===== config.mk =====
export PLATFORM = sky130hd
export DESIGN_NAME = font_name_record_selector_top
export DESIGN_NICKNAME = d
export VERILOG_FILES = /design/src/rtl/core/fnrs_pkg.sv /design/src/rtl/core/font_name_record_selector_top.sv /design/src/rtl/core/fnrs_front.sv /design/src/rtl/core/fnrs_queue.sv /design/src/rtl/core/fnrs_back.sv
export SDC_FILE = /design/constraint.sdc
export NUM_CORES = 1
export LEC_CHECK = 0
export ABC_CLOCK_PERIOD_IN_PS = 5350
export BUFFER_PORTS_ARGS = -buffer_cell sky130_fd_sc_hd__buf_4
export CELL_PAD_IN_SITES_DETAIL_PLACEMENT = 0
export CELL_PAD_IN_SITES_GLOBAL_PLACEMENT = 1
export CORE_MARGIN = 3
export CORE_UTILIZATION = 48
export DETAILED_ROUTE_END_ITERATION = 12
export PLACE_DENSITY_LB_ADDON = 0.1
export SLEW_MARGIN = 30
export SYNTH_ARGS = -nofsm -noshare
export SYNTH_HDL_FRONTEND = slang
export SYNTH_SLANG_ARGS = --single-unit
export TNS_END_PERCENT = 50

===== constraint.sdc =====
create_clock -name clk -period 5.35 [get_ports clk]
set_input_delay 1.07 -clock clk [delete_from_list [all_inputs] [get_ports clk]]
set_output_delay 1.07 -clock clk [all_outputs]
set_load 0.05 [all_outputs]

===== src/rtl/core/fnrs_pkg.sv =====
// Shared types and constants for the font name record selector.
// Depends on nothing; every other file in rtl/core imports it.
package fnrs_pkg;

    // Default configuration
    localparam int POSITION_BITS_DEF = 20;
    localparam int QUEUE_DEPTH_DEF   = 4;

    // Table layout and match keys
    localparam logic [15:0] LANG_EN_US    = 16'h0409;
    localparam logic [15:0] PLATFORM_MS   = 16'd3;
    localparam logic [15:0] REC_ID_FULL   = 16'd4;
    localparam logic [15:0] REC_ID_FAMILY = 16'd1;
    localparam logic [15:0] REC_ID_STYLE  = 16'd2;
    localparam logic [15:0] ENCODING_MAX  = 16'd1;
    localparam int          HEADER_BYTES  = 6;
    localparam int          RECORD_BYTES  = 12;

    // Result status codes
    typedef enum logic [2:0] {
        ST_FULL      = 3'd0,
        ST_PAIR      = 3'd1,
        ST_SHORT     = 3'd2,
        ST_FORMAT    = 3'd3,
        ST_OFFSET    = 3'd4,
        ST_TRUNC     = 3'd5,
        ST_NOT_FOUND = 3'd6,
        ST_RANGE     = 3'd7
    } status_t;

    // Which name a record supplies
    typedef enum logic [1:0] {
        NAME_FULL   = 2'd0,
        NAME_FAMILY = 2'd1,
        NAME_STYLE  = 2'd2
    } name_kind_t;

    // Outcome of one name lookup
    typedef enum logic [1:0] {
        LK_OK    = 2'd0,
        LK_NONE  = 2'd1,
        LK_RANGE = 2'd2
    } lk_code_t;

    typedef struct packed {
        lk_code_t    code;
        logic [15:0] offset;
        logic [14:0] length;
    } lk_t;

    // Input byte transfer
    typedef struct packed {
        logic [7:0] data_byte;
        logic       last_byte;
    } in_t;

    // Result transfer
    typedef struct packed {
        status_t     status;
        logic [15:0] first_offset;
        logic [14:0] first_length;
        logic [15:0] second_offset;
        logic [14:0] second_length;
    } out_t;

    // Command from front to back: a matching record, a table end, or both
    typedef struct packed {
        logic        rec_valid;
        name_kind_t  rec_kind;
        logic        rec_en;
        logic [15:0] rec_offset;
        logic [15:0] rec_length;
        logic        end_valid;
        logic        end_ok;
        status_t     end_status;
        logic [16:0] end_slen;
    } cmd_t;

endpackage


===== src/rtl/core/font_name_record_selector_top.sv =====
// Top level of the font name record selector: front end, command queue, back end.
// Depends on fnrs_pkg, fnrs_front, fnrs_queue and fnrs_back.
// Throughput: one table byte per cycle; the back end stops popping while it resolves each table end,
//   a pause absorbed by the QUEUE_DEPTH-entry command queue, so input stalls only when it fills.
// Result path: a table end goes through the command queue, evaluation slot and output register.
// Reset: rst_n clears position, header, counters, slot valid bits and all handshake state.
module font_name_record_selector_top #(
    parameter int POSITION_BITS = fnrs_pkg::POSITION_BITS_DEF,
    parameter int QUEUE_DEPTH   = fnrs_pkg::QUEUE_DEPTH_DEF
) (
    input  logic           clk,
    input  logic           rst_n,
    input  logic           byte_valid,
    output logic           byte_ready,
    input  fnrs_pkg::in_t  byte_data,
    output logic           result_valid,
    input  logic           result_ready,
    output fnrs_pkg::out_t result
);
    import fnrs_pkg::*;

    logic push;
    logic pop;
    logic empty;
    logic full;
    cmd_t push_cmd;
    cmd_t head_cmd;

    fnrs_front #(
        .POSITION_BITS(POSITION_BITS)
    ) u_front (
        .clk       (clk),
        .rst_n     (rst_n),
        .byte_valid(byte_valid),
        .byte_ready(byte_ready),
        .byte_data (byte_data),
        .full      (full),
        .push      (push),
        .push_cmd  (push_cmd)
    );

    fnrs_queue #(
        .DEPTH(QUEUE_DEPTH)
    ) u_queue (
        .clk     (clk),
        .rst_n   (rst_n),
        .push    (push),
        .push_cmd(push_cmd),
        .pop     (pop),
        .head_cmd(head_cmd),
        .empty   (empty),
        .full    (full)
    );

    fnrs_back u_back (
        .clk         (clk),
        .rst_n       (rst_n),
        .head_cmd    (head_cmd),
        .empty       (empty),
        .pop         (pop),
        .result_valid(result_valid),
        .result_ready(result_ready),
        .result      (result)
    );

endmodule


===== src/rtl/core/fnrs_front.sv =====
// Front end: takes table bytes, assembles header and name records, classifies them.
// Emits commands into the queue. Depends on fnrs_pkg.
module fnrs_front #(
    parameter int POSITION_BITS = fnrs_pkg::POSITION_BITS_DEF
) (
    input  logic           clk,
    input  logic           rst_n,
    input  logic           byte_valid,
    output logic           byte_ready,
    input  fnrs_pkg::in_t  byte_data,
    input  logic           full,
    output logic           push,
    output fnrs_pkg::cmd_t push_cmd
);
    import fnrs_pkg::*;

    localparam int DLEN_W = POSITION_BITS + 1;

    logic [POSITION_BITS-1:0] pos_reg, pos_next;
    logic [15:0]              fmt_reg, fmt_next;
    logic [15:0]              cnt_reg, cnt_next;
    logic [15:0]              start_reg, start_next;
    logic [19:0]              expect_reg, expect_next;
    logic [3:0]               rec_k_reg, rec_k_next;
    logic [15:0]              rec_num_reg, rec_num_next;
    logic [7:0]               rec_bytes_reg [0:RECORD_BYTES-2];

    logic                     accept;
    logic                     in_rec;
    logic                     rec_done;
    logic [15:0]              plat, enc, lang, nid, rlen, roff;
    logic                     rec_match;
    name_kind_t               rec_kind;
    logic [15:0]              start_final;
    logic [DLEN_W-1:0]        dlen;
    logic [DLEN_W-1:0]        slen_full;
    status_t                  end_status;
    logic                     end_ok;
    logic [16:0]              slen_clamped;

    assign byte_ready = !full;
    assign accept     = byte_valid && byte_ready;
    assign in_rec     = (pos_reg >= POSITION_BITS'(HEADER_BYTES)) && (rec_num_reg < cnt_reg);
    assign rec_done   = in_rec && (rec_k_reg == 4'(RECORD_BYTES - 1));

    // Record field view; last byte of the offset comes straight from the input
    assign plat = {rec_bytes_reg[0], rec_bytes_reg[1]};
    assign enc  = {rec_bytes_reg[2], rec_bytes_reg[3]};
    assign lang = {rec_bytes_reg[4], rec_bytes_reg[5]};
    assign nid  = {rec_bytes_reg[6], rec_bytes_reg[7]};
    assign rlen = {rec_bytes_reg[8], rec_bytes_reg[9]};
    assign roff = {rec_bytes_reg[10], byte_data.data_byte};

    // Classify a completed record
    always_comb
    begin
        rec_match = (plat == PLATFORM_MS) && (enc <= ENCODING_MAX);
        rec_kind  = NAME_FULL;
        priority if (nid == REC_ID_FULL)
        begin
            rec_kind = NAME_FULL;
        end
        else if (nid == REC_ID_FAMILY)
        begin
            rec_kind = NAME_FAMILY;
        end
        else if (nid == REC_ID_STYLE)
        begin
            rec_kind = NAME_STYLE;
        end
        else
        begin
            rec_match = 1'b0;
        end
    end

    // Header checks at the end of a table, in priority order
    always_comb
    begin
        start_final = (pos_reg == POSITION_BITS'(HEADER_BYTES - 1))
                    ? {start_reg[7:0], byte_data.data_byte} : start_reg;
        dlen        = DLEN_W'(pos_reg) + DLEN_W'(1);
        slen_full   = dlen - DLEN_W'(start_final);
        end_ok      = 1'b0;
        end_status  = ST_SHORT;
        priority if (pos_reg < POSITION_BITS'(HEADER_BYTES - 1))
        begin
            end_status = ST_SHORT;
        end
        else if (fmt_reg != 16'd0)
        begin
            end_status = ST_FORMAT;
        end
        else if (20'(start_final) != expect_reg)
        begin
            end_status = ST_OFFSET;
        end
        else if (dlen < DLEN_W'(start_final))
        begin
            end_status = ST_TRUNC;
        end
        else
        begin
            end_ok     = 1'b1;
            end_status = ST_FULL;
        end
        // Anything past 17 bits already covers every offset plus length
        if (|slen_full[DLEN_W-1:17])
        begin
            slen_clamped = '1;
        end
        else
        begin
            slen_clamped = slen_full[16:0];
        end
    end

    // Command build
    always_comb
    begin
        push_cmd.rec_valid  = rec_done && rec_match;
        push_cmd.rec_kind   = rec_kind;
        push_cmd.rec_en     = (lang == LANG_EN_US);
        push_cmd.rec_offset = roff;
        push_cmd.rec_length = rlen;
        push_cmd.end_valid  = byte_data.last_byte;
        push_cmd.end_ok     = end_ok;
        push_cmd.end_status = end_status;
        push_cmd.end_slen   = slen_clamped;
        push = accept && (push_cmd.rec_valid || push_cmd.end_valid);
    end

    // Position, header and record counters
    always_comb
    begin
        pos_next     = pos_reg;
        fmt_next     = fmt_reg;
        cnt_next     = cnt_reg;
        start_next   = start_reg;
        expect_next  = expect_reg;
        rec_k_next   = rec_k_reg;
        rec_num_next = rec_num_reg;
        if (accept)
        begin
            if (pos_reg != '1)
            begin
                pos_next = pos_reg + POSITION_BITS'(1);
            end
            priority if (pos_reg < POSITION_BITS'(2))
            begin
                fmt_next = {fmt_reg[7:0], byte_data.data_byte};
            end
            else if (pos_reg < POSITION_BITS'(4))
            begin
                cnt_next = {cnt_reg[7:0], byte_data.data_byte};
            end
            else if (pos_reg < POSITION_BITS'(HEADER_BYTES))
            begin
                start_next = {start_reg[7:0], byte_data.data_byte};
            end
            else if (in_rec)
            begin
                if (rec_done)
                begin
                    rec_k_next   = 4'd0;
                    rec_num_next = rec_num_reg + 16'd1;
                end
                else
                begin
                    rec_k_next = rec_k_reg + 4'd1;
                end
            end
            // Record count is final once byte 4 arrives
            if (pos_reg == POSITION_BITS'(4))
            begin
                expect_next = 20'(HEADER_BYTES) + {1'b0, cnt_reg, 3'b000}
                            + {2'b00, cnt_reg, 2'b00};
            end
            if (byte_data.last_byte)
            begin
                pos_next     = '0;
                fmt_next     = '0;
                cnt_next     = '0;
                start_next   = '0;
                expect_next  = '0;
                rec_k_next   = '0;
                rec_num_next = '0;
            end
        end
    end

    always_ff @(posedge clk or negedge rst_n)
    begin
        if (!rst_n)
        begin
            pos_reg     <= '0;
            fmt_reg     <= '0;
            cnt_reg     <= '0;
            start_reg   <= '0;
            expect_reg  <= '0;
            rec_k_reg   <= '0;
            rec_num_reg <= '0;
        end
        else
        begin
            pos_reg     <= pos_next;
            fmt_reg     <= fmt_next;
            cnt_reg     <= cnt_next;
            start_reg   <= start_next;
            expect_reg  <= expect_next;
            rec_k_reg   <= rec_k_next;
            rec_num_reg <= rec_num_next;
        end
    end

    // Record byte capture
    always_ff @(posedge clk)
    begin
        if (accept && in_rec && !rec_done)
        begin
            rec_bytes_reg[rec_k_reg] <= byte_data.data_byte;
        end
    end

    a_rec_k_range: assert property (@(posedge clk) disable iff (!rst_n)
        rec_k_reg <= 4'(RECORD_BYTES - 1))
        else $error("record byte counter beyond record size");

endmodule


===== src/rtl/core/fnrs_queue.sv =====
// Short command queue between front and back ends.
// Flip-flop storage with wrap-around pointers. Depends on fnrs_pkg.
module fnrs_queue #(
    parameter int DEPTH = fnrs_pkg::QUEUE_DEPTH_DEF
) (
    input  logic           clk,
    input  logic           rst_n,
    input  logic           push,
    input  fnrs_pkg::cmd_t push_cmd,
    input  logic           pop,
    output fnrs_pkg::cmd_t head_cmd,
    output logic           empty,
    output logic           full
);
    import fnrs_pkg::*;

    localparam int PTR_W = (DEPTH > 1) ? $clog2(DEPTH) : 1;
    localparam int CNT_W = $clog2(DEPTH + 1);

    cmd_t             entry_reg [0:DEPTH-1];
    logic [PTR_W-1:0] wr_ptr_reg, wr_ptr_next;
    logic [PTR_W-1:0] rd_ptr_reg, rd_ptr_next;
    logic [CNT_W-1:0] count_reg, count_next;

    assign empty    = (count_reg == CNT_W'(0));
    assign full     = (count_reg == CNT_W'(DEPTH));
    assign head_cmd = entry_reg[rd_ptr_reg];

    // Pointer and fill count update
    always_comb
    begin
        wr_ptr_next = wr_ptr_reg;
        rd_ptr_next = rd_ptr_reg;
        count_next  = count_reg;
        if (push)
        begin
            wr_ptr_next = (wr_ptr_reg == PTR_W'(DEPTH - 1)) ? '0 : wr_ptr_reg + PTR_W'(1);
        end
        if (pop)
        begin
            rd_ptr_next = (rd_ptr_reg == PTR_W'(DEPTH - 1)) ? '0 : rd_ptr_reg + PTR_W'(1);
        end
        if (push && !pop)
        begin
            count_next = count_reg + CNT_W'(1);
        end
        else if (pop && !push)
        begin
            count_next = count_reg - CNT_W'(1);
        end
    end

    always_ff @(posedge clk or negedge rst_n)
    begin
        if (!rst_n)
        begin
            wr_ptr_reg <= '0;
            rd_ptr_reg <= '0;
            count_reg  <= '0;
        end
        else
        begin
            wr_ptr_reg <= wr_ptr_next;
            rd_ptr_reg <= rd_ptr_next;
            count_reg  <= count_next;
        end
    end

    always_ff @(posedge clk)
    begin
        if (push)
        begin
            entry_reg[wr_ptr_reg] <= push_cmd;
        end
    end

    a_no_overflow: assert property (@(posedge clk) disable iff (!rst_n)
        push |-> !full)
        else $error("command pushed into a full queue");

    a_no_underflow: assert property (@(posedge clk) disable iff (!rst_n)
        pop |-> !empty)
        else $error("command popped from an empty queue");

endmodule


===== src/rtl/core/fnrs_back.sv =====
// Back end: keeps the first matching record per name slot and resolves the result.
// Pops commands from the queue and drives the output register. Depends on fnrs_pkg.
module fnrs_back (
    input  logic           clk,
    input  logic           rst_n,
    input  fnrs_pkg::cmd_t head_cmd,
    input  logic           empty,
    output logic           pop,
    output logic           result_valid,
    input  logic           result_ready,
    output fnrs_pkg::out_t result
);
    import fnrs_pkg::*;

    // Slot layout: two per name, English first
    localparam logic [2:0] SLOT_FULL_EN   = 3'd0;
    localparam logic [2:0] SLOT_FULL_ANY  = 3'd1;
    localparam logic [2:0] SLOT_FAM_EN    = 3'd2;
    localparam logic [2:0] SLOT_FAM_ANY   = 3'd3;
    localparam logic [2:0] SLOT_STYLE_EN  = 3'd4;
    localparam logic [2:0] SLOT_STYLE_ANY = 3'd5;
    localparam int         SLOTS          = 6;

    logic [SLOTS-1:0] seen_reg, seen_next;
    logic [15:0]      off_reg [0:SLOTS-1];
    logic [15:0]      len_reg [0:SLOTS-1];

    logic             eval_valid_reg, eval_valid_next;
    logic             end_ok_reg;
    status_t          end_status_reg;
    logic [16:0]      slen_reg;

    logic             out_valid_reg, out_valid_next;
    out_t             out_reg, out_next;

    logic             fire;
    logic [2:0]       en_slot, any_slot;
    logic             keep_en, keep_any;
    lk_t              lk_full, lk_fam, lk_style, lk_fail;

    // Pick English if present, else any language; then bounds check
    function automatic lk_t lookup(input logic seen_a, input logic seen_b,
                                   input logic [15:0] off_a, input logic [15:0] len_a,
                                   input logic [15:0] off_b, input logic [15:0] len_b,
                                   input logic [16:0] slen);
        lk_t         r;
        logic [15:0] off;
        logic [15:0] len;
        logic [16:0] sum;
        off = seen_a ? off_a : off_b;
        len = seen_a ? len_a : len_b;
        sum = {1'b0, off} + {1'b0, len};
        r.offset = off;
        r.length = len[15:1];
        if (!seen_a && !seen_b)
        begin
            r.code = LK_NONE;
        end
        else if (sum > slen)
        begin
            r.code = LK_RANGE;
        end
        else
        begin
            r.code = LK_OK;
        end
        return r;
    endfunction

    assign pop      = !empty && !eval_valid_reg;
    assign fire     = eval_valid_reg && (!out_valid_reg || result_ready);
    assign en_slot  = {head_cmd.rec_kind, 1'b0};
    assign any_slot = {head_cmd.rec_kind, 1'b1};
    assign keep_en  = pop && head_cmd.rec_valid && head_cmd.rec_en && !seen_reg[en_slot];
    assign keep_any = pop && head_cmd.rec_valid && !seen_reg[any_slot];

    // Slot valid bits: set on first keep, cleared when a table resolves
    always_comb
    begin
        seen_next = seen_reg;
        if (keep_en)
        begin
            seen_next[en_slot] = 1'b1;
        end
        if (keep_any)
        begin
            seen_next[any_slot] = 1'b1;
        end
        if (fire)
        begin
            seen_next = '0;
        end
    end

    // Result resolution
    always_comb
    begin
        lk_full  = lookup(seen_reg[SLOT_FULL_EN], seen_reg[SLOT_FULL_ANY],
                          off_reg[SLOT_FULL_EN], len_reg[SLOT_FULL_EN],
                          off_reg[SLOT_FULL_ANY], len_reg[SLOT_FULL_ANY], slen_reg);
        lk_fam   = lookup(seen_reg[SLOT_FAM_EN], seen_reg[SLOT_FAM_ANY],
                          off_reg[SLOT_FAM_EN], len_reg[SLOT_FAM_EN],
                          off_reg[SLOT_FAM_ANY], len_reg[SLOT_FAM_ANY], slen_reg);
        lk_style = lookup(seen_reg[SLOT_STYLE_EN], seen_reg[SLOT_STYLE_ANY],
                          off_reg[SLOT_STYLE_EN], len_reg[SLOT_STYLE_EN],
                          off_reg[SLOT_STYLE_ANY], len_reg[SLOT_STYLE_ANY], slen_reg);
        lk_fail  = (lk_fam.code != LK_OK) ? lk_fam : lk_style;

        out_next.status        = end_status_reg;
        out_next.first_offset  = '0;
        out_next.first_length  = '0;
        out_next.second_offset = '0;
        out_next.second_length = '0;
        if (end_ok_reg)
        begin
            priority if (lk_full.code == LK_OK)
            begin
                out_next.status       = ST_FULL;
                out_next.first_offset = lk_full.offset;
                out_next.first_length = lk_full.length;
            end
            else if (lk_fam.code == LK_OK && lk_style.code == LK_OK)
            begin
                out_next.status        = ST_PAIR;
                out_next.first_offset  = lk_fam.offset;
                out_next.first_length  = lk_fam.length;
                out_next.second_offset = lk_style.offset;
                out_next.second_length = lk_style.length;
            end
            else
            begin
                out_next.status = (lk_fail.code == LK_RANGE) ? ST_RANGE : ST_NOT_FOUND;
            end
        end
    end

    // Evaluation slot and output register handshake
    always_comb
    begin
        eval_valid_next = eval_valid_reg;
        out_valid_next  = out_valid_reg;
        if (result_valid && result_ready)
        begin
            out_valid_next = 1'b0;
        end
        if (fire)
        begin
            eval_valid_next = 1'b0;
            out_valid_next  = 1'b1;
        end
        if (pop && head_cmd.end_valid)
        begin
            eval_valid_next = 1'b1;
        end
    end

    always_ff @(posedge clk or negedge rst_n)
    begin
        if (!rst_n)
        begin
            seen_reg       <= '0;
            eval_valid_reg <= 1'b0;
            out_valid_reg  <= 1'b0;
        end
        else
        begin
            seen_reg       <= seen_next;
            eval_valid_reg <= eval_valid_next;
            out_valid_reg  <= out_valid_next;
        end
    end

    // Payload registers
    always_ff @(posedge clk)
    begin
        if (keep_en)
        begin
            off_reg[en_slot] <= head_cmd.rec_offset;
            len_reg[en_slot] <= head_cmd.rec_length;
        end
        if (keep_any)
        begin
            off_reg[any_slot] <= head_cmd.rec_offset;
            len_reg[any_slot] <= head_cmd.rec_length;
        end
        if (pop && head_cmd.end_valid)
        begin
            end_ok_reg     <= head_cmd.end_ok;
            end_status_reg <= head_cmd.end_status;
            slen_reg       <= head_cmd.end_slen;
        end
        if (fire)
        begin
            out_reg <= out_next;
        end
    end

    assign result_valid = out_valid_reg;
    assign result       = out_reg;

    a_hold_during_eval: assert property (@(posedge clk) disable iff (!rst_n)
        eval_valid_reg |-> !pop)
        else $error("queue popped while a table end is being resolved");

    a_clear_after_resolve: assert property (@(posedge clk) disable iff (!rst_n)
        fire |=> (seen_reg == '0))
        else $error("slot valid bits not cleared after a table resolved");

endmodule

## Word level (Yosys, flattened, before mapping)

Memory sizes are Yosys's and may differ from the RTL's.
Index checks and enable logic that the tools add are counted.

| word-level totals | value |
|---|---|
| register bits | 209 |
| RAM bits | 512 |
| bits of input ports | 13 |
| output and inout bits | 67 |
| logic and storage cells | 228 |
| memories | 4 |

| cells by class | value |
|---|---|
| add/subtract/negate cells | 14 |
| order comparisons | 15 |
| equality and inequality tests | 17 |
| mux-type cells | 87 |
| bitwise logic cells | 4 |
| reduce and logical (&&, ||, !) cells | 66 |

Memories:

| memory | depth | bits a word | read ports | clocked after Yosys merged registers in | write ports | RTL line | source |
|---|---|---|---|---|---|---|---|
| u_queue.entry_reg | 4 | 58 | 1 | 0 | 1 | fnrs_queue.sv:20 | `cmd_t entry_reg [0:DEPTH-1];` |
| u_back.len_reg | 6 | 16 | 6 | 0 | 2 | fnrs_back.sv:26 | `logic [15:0] len_reg [0:SLOTS-1];` |
| u_back.off_reg | 6 | 16 | 6 | 0 | 2 | fnrs_back.sv:25 | `logic [15:0] off_reg [0:SLOTS-1];` |
| u_front.rec_bytes_reg | 11 | 8 | 11 | 0 | 1 | fnrs_front.sv:26 | `logic [7:0] rec_bytes_reg [0:RECORD_BYTES-2];` |

Operator list:

| cell | number |
|---|---|
| two-way mux 16 bit | 22 |
| two-way mux 20 bit | 4 |
| two-way mux 65 bit | 1 |
| two-way mux 62 bit | 1 |
| < comparator 20 x 3 -> 1 bit, second input constant | 3 |
| adder 16 x 16 -> 17 bit | 3 |
| greater-than comparator 17 bit | 3 |
| equality test 20 x 3 -> 1 bit, second input constant | 2 |
| two-way mux 34 bit | 1 |
| two-way mux 33 bit | 1 |
| equality test 16 x 2 -> 1 bit, second input constant | 2 |
| two-way mux 31 bit | 1 |
| logical AND 1 bit | 24 |
| two-way mux 1 bit | 24 |
| two-way mux 4 bit | 6 |
| two-way mux 2 bit | 11 |
| nonzero test 2 bit | 11 |
| adder 20 x 1 -> 21 bit, second input constant | 1 |
| < comparator 21 x 16 -> 1 bit | 1 |
| two-way mux 3 bit | 7 |
| subtractor 21 x 16 -> 21 bit | 1 |
| adder 20 x 1 -> 20 bit, second input constant | 1 |
| adder 20 x 18 -> 20 bit | 1 |
| adder 3 x 19 -> 20 bit, first input constant | 1 |
| 39 further kinds | 70 |

## Logic depth before layout (Yosys ltp)

Gate-level depths: netlist of the first run.
An unclocked memory read counts as a cell.

| logic depth | value |
|---|---|
| depth after elaboration | 13 |
| gate-level depth with buffers | 23 |
| depth with buffers taken out | 20 |

## Cells and area by module

Synthesis of the first run repeated with hierarchy kept, for this count alone.

| unflattened totals | value |
|---|---|
| cell total of the unflattened synthesis | 2329 |
| area, all modules | 33573.4 um^2 |

By module, submodules not included:

| module | instances | cells an instance | area each (um^2) | sequential area each (um^2) |
|---|---|---|---|---|
| fnrs_back | 1 | 926 | 13609.3 | 8548.2 |
| fnrs_front | 1 | 1062 | 11108.2 | 5290.1 |
| fnrs_queue | 1 | 341 | 8856.0 | 7141.8 |

## Worst setup path after synthesis of the first run

No wires, ideal clock.

| timing path | value |
|---|---|
| path kind | flip-flop to flip-flop |
| start | reg u_back.seen_reg[0] |
| end | reg u_back.out_reg, in the netlist u_back.result[46], data pin |
| library setup time | 278 ps |
| arrival | 4974 ps |
| data required time | 5072 ps |
| setup slack | 98 ps |
| stages on the path, launching flop included | 24 |
| buffers on the path | 3 |
| clock period less this slack | 5252 ps |
| cells stage by stage | dfrtp_1 -> clkbuf_1 -> buf_1 -> mux2_2 -> ha_1 -> fa_1 -> a21oi_1 -> o211ai_1 -> a31oi_1 -> nor2b_1 -> o21ai_0 -> a221oi_1 -> a31oi_1 -> xnor2_1 -> ha_1 -> a21o_1 -> a21o_1 -> a21oi_1 -> o21ai_0 -> o41ai_1 -> o221ai_1 -> o2111ai_1 -> clkbuf_1 -> o22ai_1 |

| between the ends | value |
|---|---|
| word-level cells in the longest chain between the ends | 7 |
| elaborated cells between the ends (all ways) | 10 |
| those cells by class | add/sub: 1; order compare: 1; mux: 5; reduce/logical: 3 |

RTL lines:

| what | RTL line | source |
|---|---|---|
| start, declared | fnrs_back.sv:24 | `logic [SLOTS-1:0] seen_reg, seen_next;` |
| start signal, assigned | fnrs_back.sv:167 | `seen_reg <= seen_next;` |
| two-way mux 16 bit, on equally long branches | fnrs_back.sv:50, fnrs_back.sv:51 |  |
| adder 16 x 16 -> 17 bit | fnrs_back.sv:52 | `sum = {1'b0, off} + {1'b0, len};` |
| greater-than comparator 17 bit | fnrs_back.sv:59 | `else if (sum > slen)` |
| two-way mux 2 bit | fnrs_back.sv:59 |  |
| two-way mux 2 bit | fnrs_back.sv:55 | `if (!seen_a && !seen_b)` |
| zero test 2 bit | fnrs_back.sv:116 | `priority if (lk_full.code == LK_OK)` |
| two-way mux 34 bit * | fnrs_back.sv:116 |  |
| end signal, assigned | fnrs_back.sv:194 | `out_reg <= out_next;` |
| end, declared | fnrs_back.sv:34 | `out_t out_reg, out_next;` |

Every way passes the cells marked *; elsewhere a longest branch is shown, timed or not.
A chain may end at the register's enable or synchronous reset.

## Worst setup path after layout of the first run

| timing path | value |
|---|---|
| start | reg u_back.seen_reg[2] |
| end | reg u_back.out_reg, in the netlist u_back.result[31], data pin |

| between the ends | value |
|---|---|
| word-level cells in the longest chain between the ends | 9 |
| elaborated cells between the ends (all ways) | 12 |
| those cells by class | add/sub: 1; order compare: 1; mux: 6; reduce/logical: 4 |

RTL lines:

| what | RTL line | source |
|---|---|---|
| two-way mux 16 bit, on equally long branches | fnrs_back.sv:50, fnrs_back.sv:51 |  |
| adder 16 x 16 -> 17 bit | fnrs_back.sv:52 |  |
| greater-than comparator 17 bit | fnrs_back.sv:59 |  |
| two-way mux 2 bit | fnrs_back.sv:59 |  |
| two-way mux 2 bit | fnrs_back.sv:55 |  |
| zero test 2 bit | fnrs_back.sv:122 | `else if (lk_fam.code == LK_OK && lk_style.code == LK_OK)` |
| logical AND 1 bit | fnrs_back.sv:122 |  |
| two-way mux 62 bit * | fnrs_back.sv:122 |  |
| two-way mux 34 bit * | fnrs_back.sv:116 |  |

Marks and branches as above.

==> metrics.txt, run 1 <==
# TYPE chip_impl_metric gauge
chip_impl_metric{name="worst_slack",unit="ps"} 255.6
chip_impl_info{name="synth_flop_cell",value="sky130_fd_sc_hd__edfxtp_1"} 1
chip_impl_metric{name="layout-drive-gt1-share",unit="%"} 16.88
chip_impl_metric{name="cell_area_after_synthesis",unit="sq um"} 33290
chip_impl_info{name="yosys-top-cells-area",value="sky130_fd_sc_hd__edfxtp_1 (54%), sky130_fd_sc_hd__dfrtp_1 (9.2%), sky130_fd_sc_hd__ha_1 (6.1%), sky130_fd_sc_hd__mux4_2 (3.9%), sky130_fd_sc_hd__mux2_2 (2.5%)"} 1
chip_impl_metric{name="period_share",unit="%"} 95.22
chip_impl_metric{name="crit_path_depth",unit=""} 20
chip_impl_metric{name="timing.critical_path.buf_inv",unit=""} 3
chip_impl_metric{name="drt_first_pass_iters",unit=""} 5
chip_impl_metric{name="final_core_util",unit="%"} 55.43
chip_impl_metric{name="die_width",unit="um"} 269.4
chip_impl_metric{name="layout.cell_area.non_filler",unit="sq um"} 37690
chip_impl_metric{name="initial_cell_density_of_the_core",unit="%"} 48.96
chip_impl_metric{name="dp_slack",unit="ps"} 166.3
chip_impl_metric{name="yosys_register_bits",unit=""} 719
chip_impl_metric{name="final_nets",unit=""} 2673
chip_impl_info{name="unrepaired_setup_endpoints_after_global_routing",value="no"} 1
chip_impl_metric{name="grt_first_pass_wirelength",unit="um"} 120600
chip_impl_metric{name="skew",unit="ps"} 33.17
chip_impl_info{name="r2r-start",value="u_back.seen_reg[2]$_DFFE_PN0P_"} 1
chip_impl_metric{name="global_route.overflow_total",unit=""} 0
chip_impl_info{name="critical_path.startpoint_type",value="flip-flop"} 1
chip_impl_info{name="synthMostInstantiatedCell",value="sky130_fd_sc_hd__edfxtp_1"} 1
chip_impl_metric{name="finalWirelength",unit="um"} 78300
chip_impl_info{name="cp_common_cell",value="sky130_fd_sc_hd__a21o_1"} 1
chip_impl_metric{name="maxClockFrequency",unit="MHz"} 196.3
chip_impl_metric{name="drc_violations_left",unit=""} 0
chip_impl_metric{name="core",unit="sq um"} 67990
chip_impl_metric{name="cts_sinks",unit=""} 719
chip_impl_metric{name="cts_inserted_buffers",unit=""} 77
chip_impl_metric{name="clock_latency",unit="ps"} 630
chip_impl_metric{name="placed_cell_area",unit="sq um"} 35160
chip_impl_metric{name="largest_net_degree_at_the_start_of_global_routing",unit=""} 70
chip_impl_info{name="critical_path_endpoint",value="u_back.result[31]$_SDFFCE_PN0P_"} 1
chip_impl_info{name="most_used_standard_cells_in_the_synthesized_netlist",value="sky130_fd_sc_hd__edfxtp_1 (597), sky130_fd_sc_hd__nand2_1 (176), sky130_fd_sc_hd__ha_1 (161)"} 1
chip_impl_metric{name="gate_count_post_synth",unit=""} 2377
chip_impl_info{name="worst_hold_path_type",value="reg2reg"} 1
chip_impl_metric{name="chipHeight",unit="um"} 269.4
chip_impl_metric{name="power.density_cell_area",unit="nW/um^2"} 572.2
chip_impl_metric{name="grt_usage",unit="%"} 21.57
chip_impl_metric{name="yosys_warnings",unit=""} 0
chip_impl_metric{name="slew_headroom",unit="%"} 36.97
chip_impl_metric{name="routabilityCongestion",unit=""} 0.8972
chip_impl_info{name="result_of_the_run",value="finished, final reports clean"} 1
chip_impl_metric{name="overall_power_of_the_completed_layout",unit="mW"} 21.57
chip_impl_metric{name="cp.arrival",unit="ps"} 5550
chip_impl_metric{name="netlist-cell-type-count",unit=""} 80
chip_impl_metric{name="mappedNetlistNets",unit=""} 2557
chip_impl_info{name="worstReg2RegEnd",value="u_back.result[31]$_SDFFCE_PN0P_"} 1
chip_impl_metric{name="cts_max_path_buffers",unit=""} 3
chip_impl_metric{name="htree_num_levels",unit=""} 3
chip_impl_metric{name="grt_pass1_vias",unit=""} 19640
chip_impl_metric{name="holdWs",unit="ps"} 479.2
chip_impl_metric{name="synth_top_area_share",unit="%"} 53.85
chip_impl_metric{name="worst-slew-pin-transition",unit="ps"} 936.7
chip_impl_info{name="synth.largest_area_cell",value="sky130_fd_sc_hd__edfxtp_1"} 1
chip_impl_info{name="crit_chain",value="buf_8 > mux2i_1 > inv_1 > ha_1 > o21a_1 > o31a_1 > o211ai_1 > a21o_1 > a31oi_1 > a21o_1 > a21oi_1 > xnor2_1 > ha_1 > a21o_1 > a21o_1 > a211oi_1 > a21o_1 > o2111ai_4 > buf_12 > o22ai_1"} 1
chip_impl_metric{name="syn-mean-instance-area",unit="sq um"} 14.00
chip_impl_metric{name="fin_crit_period",unit="ps"} 5094
chip_impl_info{name="cts_root_buffer",value="sky130_fd_sc_hd__clkbuf_16"} 1
chip_impl_metric{name="grt_antenna_before_repair",unit=""} 1
chip_impl_metric{name="report.final.setup_viol",unit=""} 0
chip_impl_info{name="worst_path_dominant_cell_family",value="compound AO/OA/AOI/OAI gates"} 1
chip_impl_metric{name="drt_iter0_markers",unit=""} 1404
chip_impl_metric{name="hold_viol",unit=""} 0
chip_impl_metric{name="largest_register_ffs",unit=""} 232
chip_impl_info{name="crit_start",value="u_back.seen_reg[2]$_DFFE_PN0P_"} 1
chip_impl_metric{name="hpwlAfterDp",unit="um"} 55660
chip_impl_metric{name="timing.setup.tns",unit="ps"} 0
chip_impl_metric{name="synth-seq-area-share",unit="%"} 63.02
chip_impl_metric{name="vdd.ir_drop.worst",unit="V"} 0.0003393
chip_impl_metric{name="post_drt_wl_per_cell",unit="um"} 22.52
chip_impl_metric{name="placed_cells",unit=""} 3332
chip_impl_info{name="critPathSlowestCell",value="sky130_fd_sc_hd__dfrtp_2"} 1
chip_impl_metric{name="pin_count",unit=""} 80
chip_impl_metric{name="drt-vias-per-instance",unit=""} 5.672
chip_impl_metric{name="worstPathMaxFanout",unit=""} 29
chip_impl_metric{name="slew_violations",unit=""} 0
chip_impl_info{name="cts_tree",value="done"} 1
chip_impl_metric{name="leakage",unit="nW"} 13.78
chip_impl_info{name="critical_path.endpoint_type",value="flip-flop"} 1
chip_impl_metric{name="placement.io_buffers",unit=""} 79
chip_impl_metric{name="r2r.worst_path.cells",unit=""} 20
chip_impl_metric{name="timing.critical_path.required",unit="ps"} 5800
chip_impl_metric{name="num_rows",unit=""} 95
chip_impl_metric{name="final.fill_count",unit=""} 5582
chip_impl_metric{name="timing.critical_path.slowest_cell_delay",unit="ps"} 550
chip_impl_metric{name="ff2ff_setup_slack",unit="ps"} 260
chip_impl_metric{name="async_flop_share",unit="%"} 16.97
chip_impl_metric{name="routed-via-count",unit=""} 19720
chip_impl_metric{name="layout_overhead_on_the_synthesized_area",unit="%"} 13.21
chip_impl_metric{name="layout.cells.non_filler",unit=""} 3476
chip_impl_info{name="setup.worst_path.class",value="reg2reg"} 1
chip_impl_metric{name="detail-route-antenna-nets",unit=""} 0
chip_impl_metric{name="number_of_enable_type_register_cells_in_the_synthesized_netlist",unit=""} 597
chip_impl_metric{name="max_cap_violations",unit=""} 0
chip_impl_metric{name="clk_pin_slew",unit="ps"} 60
chip_impl_metric{name="fp.dieArea",unit="sq um"} 72550
worst min path at each step:
stage | start | end | slack, ps | depth (start not counted)
floorplan | u_front.expect_reg[17]$_DFFE_PN0P_ | u_front.expect_reg[17]$_DFFE_PN0P_ | 450 | 2
detailed placement | u_front.expect_reg[18]$_DFFE_PN0P_ | u_front.expect_reg[18]$_DFFE_PN0P_ | 470 | 2
CTS | u_front.expect_reg[18]$_DFFE_PN0P_ | u_front.expect_reg[18]$_DFFE_PN0P_ | 490 | 2
finish | u_front.expect_reg[18]$_DFFE_PN0P_ | u_front.expect_reg[18]$_DFFE_PN0P_ | 480 | 2
global placement | u_front.fmt_reg[8]$_DFFE_PN0P_ | u_front.fmt_reg[8]$_DFFE_PN0P_ | 460 | 2
global route | u_front.fmt_reg[8]$_DFFE_PN0P_ | u_front.fmt_reg[8]$_DFFE_PN0P_ | 510 | 2
where the power goes:
group	leakage, nW	switching (mW)	internal [mW]
sequential	6.90	0.603	7.40
clock	1.18	2.22	2.92
combinational	5.70	5.21	3.22
total	13.8	8.03	13.5
cell families (layout without fill, tap and decap cells):
kind of cell | Yosys count | after routing | synth area share, %
DFF | 719 | 719 | 63.02
and+or+nand+nor | 600 | 600 | 9.581
AOI/OAI and AO/OA | 410 | 410 | 7.886
buffers and inverters | 198 | 375 | 2.481
muxes | 184 | 184 | 8.013
adders and majority gates | 167 | 167 | 6.412
xor gates and xnor gates | 99 | 99 | 2.605
other | 0 | 1 | 0
per-layer routing:
| metal | share of wire [%] | GRT usage (%) | vias to the layer above |
|---|---|---|---|
| li1 | - | - | 9249 |
| met1 | 47 | 31.52 | 9942 |
| met2 | 47 | 34.45 | 444 |
| met3 | 4.5 | 2.987 | 82 |
| met4 | 1.6 | 5.253 | 0 |
| met5 | 0 | 0 | - |
worst register-to-register path, stage by stage (launching register included):
cell and delay (ps):
sky130_fd_sc_hd__dfrtp_2 550, sky130_fd_sc_hd__buf_8 260, sky130_fd_sc_hd__mux2i_1 330, sky130_fd_sc_hd__inv_1 90, sky130_fd_sc_hd__ha_1 380, sky130_fd_sc_hd__o21a_1 150, sky130_fd_sc_hd__o31a_1 130, sky130_fd_sc_hd__o211ai_1 290
sky130_fd_sc_hd__a21o_1 190, sky130_fd_sc_hd__a31oi_1 140, sky130_fd_sc_hd__a21o_1 220, sky130_fd_sc_hd__a21oi_1 240, sky130_fd_sc_hd__xnor2_1 160, sky130_fd_sc_hd__ha_1 270, sky130_fd_sc_hd__a21o_1 190, sky130_fd_sc_hd__a21o_1 170
sky130_fd_sc_hd__a211oi_1 310, sky130_fd_sc_hd__a21o_1 240, sky130_fd_sc_hd__o2111ai_4 180, sky130_fd_sc_hd__buf_12 240, sky130_fd_sc_hd__o22ai_1 190
timing repair:
| item | CTS | global route |
|---|---|---|
| hold buffers | 0 | 0 |
| buffers inserted | 0 | 3 |
| setup endpoints to repair | 0 | 65 |
| gates resized for setup | 0 | 9 |
final cells by class:
class / count / area [sq um] / share of cell area (%)
Clock buffer: 99 / 2029 / 5.385
Tap cell: 921 / 1152 / 3.058
Antenna cell: 1 / 2.502 / 0.006640
Clock inverter: 41 / 436.7 / 1.159
Sequential cell: 719 / 20990 / 55.69
Multi-Input combinational cell: 1460 / 11600 / 30.79
Inverter: 111 / 416.7 / 1.106
Timing Repair Buffer: 124 / 1059 / 2.809
placed cells by master (no fill, tap or decap), drive strengths merged, types with 14 or more instances in the layout:
master  count
dfrtp     122
inv       112
o211ai     15
ha        161
o21ai     110
mux2       77
mux4       58
nor4       30
xor2       39
nand4      29
nand3      35
nor2       80
a21o       44
o21a       19
xnor2      60
a31oi      14
or4        16
buf       124
a21oi      86
and3       20
nand2     186
nor2b      62
o31ai      18
clkinv     32
o22ai      39
clkbuf     99
and2       15
edfxtp    597
nand2b     32
mux2i      49
nor3       41
No activity file was read; power rests on OpenSTA's default activity.
==> inputs of run 2 (changes only) <==
--- a/config.mk
+++ b/config.mk
@@ -11,7 +11,9 @@
 export CELL_PAD_IN_SITES_GLOBAL_PLACEMENT = 1
 export CORE_MARGIN = 3
 export CORE_UTILIZATION = 48
+export CTS_CLUSTER_DIAMETER = 60
 export DETAILED_ROUTE_END_ITERATION = 12
+export GPL_TIMING_DRIVEN = 0
 export PLACE_DENSITY_LB_ADDON = 0.1
 export SLEW_MARGIN = 30
 export SYNTH_ARGS = -nofsm -noshare
==> metrics.txt, run 2 (synthesized netlist as in run 1, its figures left out) <==
# TYPE chip_impl_metric gauge
chip_impl_metric{name="max_cap_violations",unit=""} 0
chip_impl_metric{name="placed_cell_area",unit="sq um"} 35460
chip_impl_metric{name="overall_power_of_the_completed_layout",unit="mW"} 22.67
chip_impl_metric{name="leakage",unit="nW"} 14.40
chip_impl_metric{name="cts_sinks",unit=""} 719
chip_impl_metric{name="antennaDiodeCount",unit=""} 0
chip_impl_metric{name="cp.arrival",unit="ps"} 5630
chip_impl_metric{name="global_route.overflow_total",unit=""} 0
chip_impl_metric{name="layout_overhead_on_the_synthesized_area",unit="%"} 17.41
chip_impl_metric{name="layout.cell_area.non_filler",unit="sq um"} 39090
chip_impl_metric{name="holdWs",unit="ps"} 361.6
chip_impl_info{name="most_used_cells_in_the_layout_excluding_fill_and_tap_cells",value="sky130_fd_sc_hd__edfxtp_1 (597), sky130_fd_sc_hd__nand2_1 (176), sky130_fd_sc_hd__ha_1 (156)"} 1
chip_impl_info{name="cts_tree",value="done"} 1
chip_impl_metric{name="slew_headroom",unit="%"} 37.84
chip_impl_metric{name="grt_antenna_before_repair",unit=""} 1
chip_impl_info{name="worst_hold_path_type",value="in2async"} 1
chip_impl_metric{name="grt_usage",unit="%"} 23.15
chip_impl_metric{name="htree_num_levels",unit=""} 3
chip_impl_metric{name="drc_violations_left",unit=""} 0
chip_impl_info{name="layout.cells.most_common",value="sky130_fd_sc_hd__edfxtp_1"} 1
chip_impl_metric{name="num_rows",unit=""} 95
chip_impl_metric{name="slew_violations",unit=""} 0
chip_impl_metric{name="die_width",unit="um"} 269.4
chip_impl_metric{name="routed-via-count",unit=""} 20650
chip_impl_metric{name="report.final.setup_viol",unit=""} 0
chip_impl_metric{name="drt-vias-per-instance",unit=""} 5.771
chip_impl_metric{name="final_core_util",unit="%"} 57.49
chip_impl_metric{name="drt_iter0_markers",unit=""} 1553
chip_impl_metric{name="core",unit="sq um"} 67990
chip_impl_metric{name="timing.critical_path.required",unit="ps"} 5760
chip_impl_info{name="r2r-start",value="u_back.seen_reg[4]$_DFFE_PN0P_"} 1
chip_impl_metric{name="finalWirelength",unit="um"} 84570
chip_impl_metric{name="placement.io_buffers",unit=""} 79
chip_impl_metric{name="cts_max_path_buffers",unit=""} 3
chip_impl_metric{name="drt_first_pass_iters",unit=""} 6
chip_impl_metric{name="clk_pin_slew",unit="ps"} 60
chip_impl_metric{name="chipHeight",unit="um"} 269.4
chip_impl_metric{name="grt_pass1_vias",unit=""} 20580
chip_impl_metric{name="cts_inserted_buffers",unit=""} 78
chip_impl_metric{name="final_nets",unit=""} 2778
chip_impl_info{name="critical_path.endpoint_type",value="flip-flop"} 1
chip_impl_metric{name="fp.dieArea",unit="sq um"} 72550
chip_impl_metric{name="grt_first_pass_wirelength",unit="um"} 127600
chip_impl_metric{name="hpwlAfterDp",unit="um"} 60230
chip_impl_metric{name="post_drt_wl_per_cell",unit="um"} 23.63
chip_impl_info{name="cts_root_buffer",value="sky130_fd_sc_hd__clkbuf_16"} 1
chip_impl_metric{name="hold_viol",unit=""} 0
chip_impl_metric{name="fin_crit_period",unit="ps"} 5220
chip_impl_metric{name="largest_register_ffs",unit=""} 232
chip_impl_info{name="crit_start",value="u_back.seen_reg[4]$_DFFE_PN0P_"} 1
chip_impl_metric{name="power.density_cell_area",unit="nW/um^2"} 580.1
chip_impl_metric{name="period_share",unit="%"} 97.57
chip_impl_metric{name="worstPathMaxFanout",unit=""} 6
chip_impl_metric{name="clock_latency",unit="ps"} 640
chip_impl_info{name="setup.worst_path.class",value="reg2reg"} 1
chip_impl_metric{name="largest_net_degree_at_the_start_of_global_routing",unit=""} 68
chip_impl_metric{name="vdd.ir_drop.worst",unit="V"} 0.0002715
chip_impl_metric{name="routabilityCongestion",unit=""} 0.8804
chip_impl_metric{name="initial_cell_density_of_the_core",unit="%"} 48.96
chip_impl_metric{name="worst-slew-pin-transition",unit="ps"} 932.4
chip_impl_metric{name="pin_count",unit=""} 80
chip_impl_metric{name="maxClockFrequency",unit="MHz"} 191.6
chip_impl_metric{name="layout-drive-gt1-share",unit="%"} 20.73
chip_impl_info{name="result_of_the_run",value="finished, final reports clean"} 1
chip_impl_metric{name="skew",unit="ps"} 49.45
chip_impl_info{name="critical_path.startpoint_type",value="flip-flop"} 1
chip_impl_metric{name="detail-route-antenna-nets",unit=""} 0
run 2: changes by cell type in the layout (fill, tap and decap cells not counted), moves of 7 or more:
cell,before,now
sky130_fd_sc_hd__bufinv_16,4,11
sky130_fd_sc_hd__clkbuf_1,20,50
sky130_fd_sc_hd__mux2i_1,47,39
sky130_fd_sc_hd__buf_4,114,129
sky130_fd_sc_hd__buf_2,0,14
sky130_fd_sc_hd__clkbuf_16,77,84
sky130_fd_sc_hd__buf_6,0,12
sky130_fd_sc_hd__o22ai_2,0,9
sky130_fd_sc_hd__o22ai_1,39,25
run 2: routing by layer:
metal | vias to the layer above | GRT usage [%] | wire length, um
li1 | 9480 | - | -
met3 | 118 | 3.574 | 4700
met1 | 10440 | 33.56 | 38330
met4 | 0 | 5.138 | 1706
met2 | 616 | 37.23 | 39830
met5 | - | 0 | 0
run 2: through the flow:
step | setup WS, ps | cells | setup TNS [ps]
6_report | 130.2 | 3579 | 0
5_1_grt | -34.33 | 3579 | -373.0
4_1_cts | 9.020 | 3573 | 0
3_5_place_dp | -2552 | 3410 | -144690
3_3_place_gp | -2444 | 3377 | -416910
2_1_floorplan | 97.85 | 2377 | 0
run 2: what timing repair did:
action / 4_1_cts / 5_1_grt
hold buffers: 0 / 0
cloned: 3 / 0
buffers inserted: 23 / 6
endpoints found under the setup margin: 65 / 65
pin swaps: 10 / 17
resized for setup: 101 / 52
run 2: path summary, 6_finish.rpt:
check,end,slack [ps],cells after the start
worst max register to register,u_back.result[48]$_SDFFCE_PN0P_,130,24
worst max-delay path,u_back.result[48]$_SDFFCE_PN0P_,130,24
max in group asynchronous,u_front.pos_reg[3]$_DFFE_PN0P_,4290,2
min in group clk,u_front.expect_reg[18]$_DFFE_PN0P_,480,2
worst min-delay path,u_front.expect_reg[16]$_DFFE_PN0P_,360,1
worst min register to register,u_front.expect_reg[18]$_DFFE_PN0P_,480,2
run 2: layout make-up:
type	count	area, sq um
flip-flops and latches	719	20990
fillers	5466	28910
clock inverters	52	693.2
clock buffers	88	1999
multi-input cells	1461	11990
repair buffers	143	1242
inverters	111	416.7
well taps	921	1152
plain buffers	84	609.3
run 2: where the power goes:
group	total (mW)	switching, mW	internal, mW
combinational	9.23	5.68	3.55
clock	5.55	2.27	3.28
sequential	7.89	0.500	7.39
total	22.7	8.45	14.2
run 2: critical path, cell delays in order (launching register included):
cell and delay [ps]:
sky130_fd_sc_hd__dfrtp_4 500, sky130_fd_sc_hd__clkbuf_16 190, sky130_fd_sc_hd__mux2_2 340, sky130_fd_sc_hd__ha_2 190
sky130_fd_sc_hd__inv_1 80, sky130_fd_sc_hd__fa_2 210, sky130_fd_sc_hd__nor2b_1 70, sky130_fd_sc_hd__o31a_1 350
sky130_fd_sc_hd__o211ai_1 280, sky130_fd_sc_hd__a21o_1 200, sky130_fd_sc_hd__a31oi_2 110, sky130_fd_sc_hd__a21o_1 210
sky130_fd_sc_hd__a21oi_2 160, sky130_fd_sc_hd__xnor2_1 140, sky130_fd_sc_hd__ha_1 270, sky130_fd_sc_hd__a21o_1 170
sky130_fd_sc_hd__a21o_1 190, sky130_fd_sc_hd__a21oi_2 150, sky130_fd_sc_hd__o21ai_2 90, sky130_fd_sc_hd__nor3_2 150
sky130_fd_sc_hd__buf_4 160, sky130_fd_sc_hd__o2111ai_4 140, sky130_fd_sc_hd__buf_12 210, sky130_fd_sc_hd__clkbuf_16 160
sky130_fd_sc_hd__o22ai_2 260
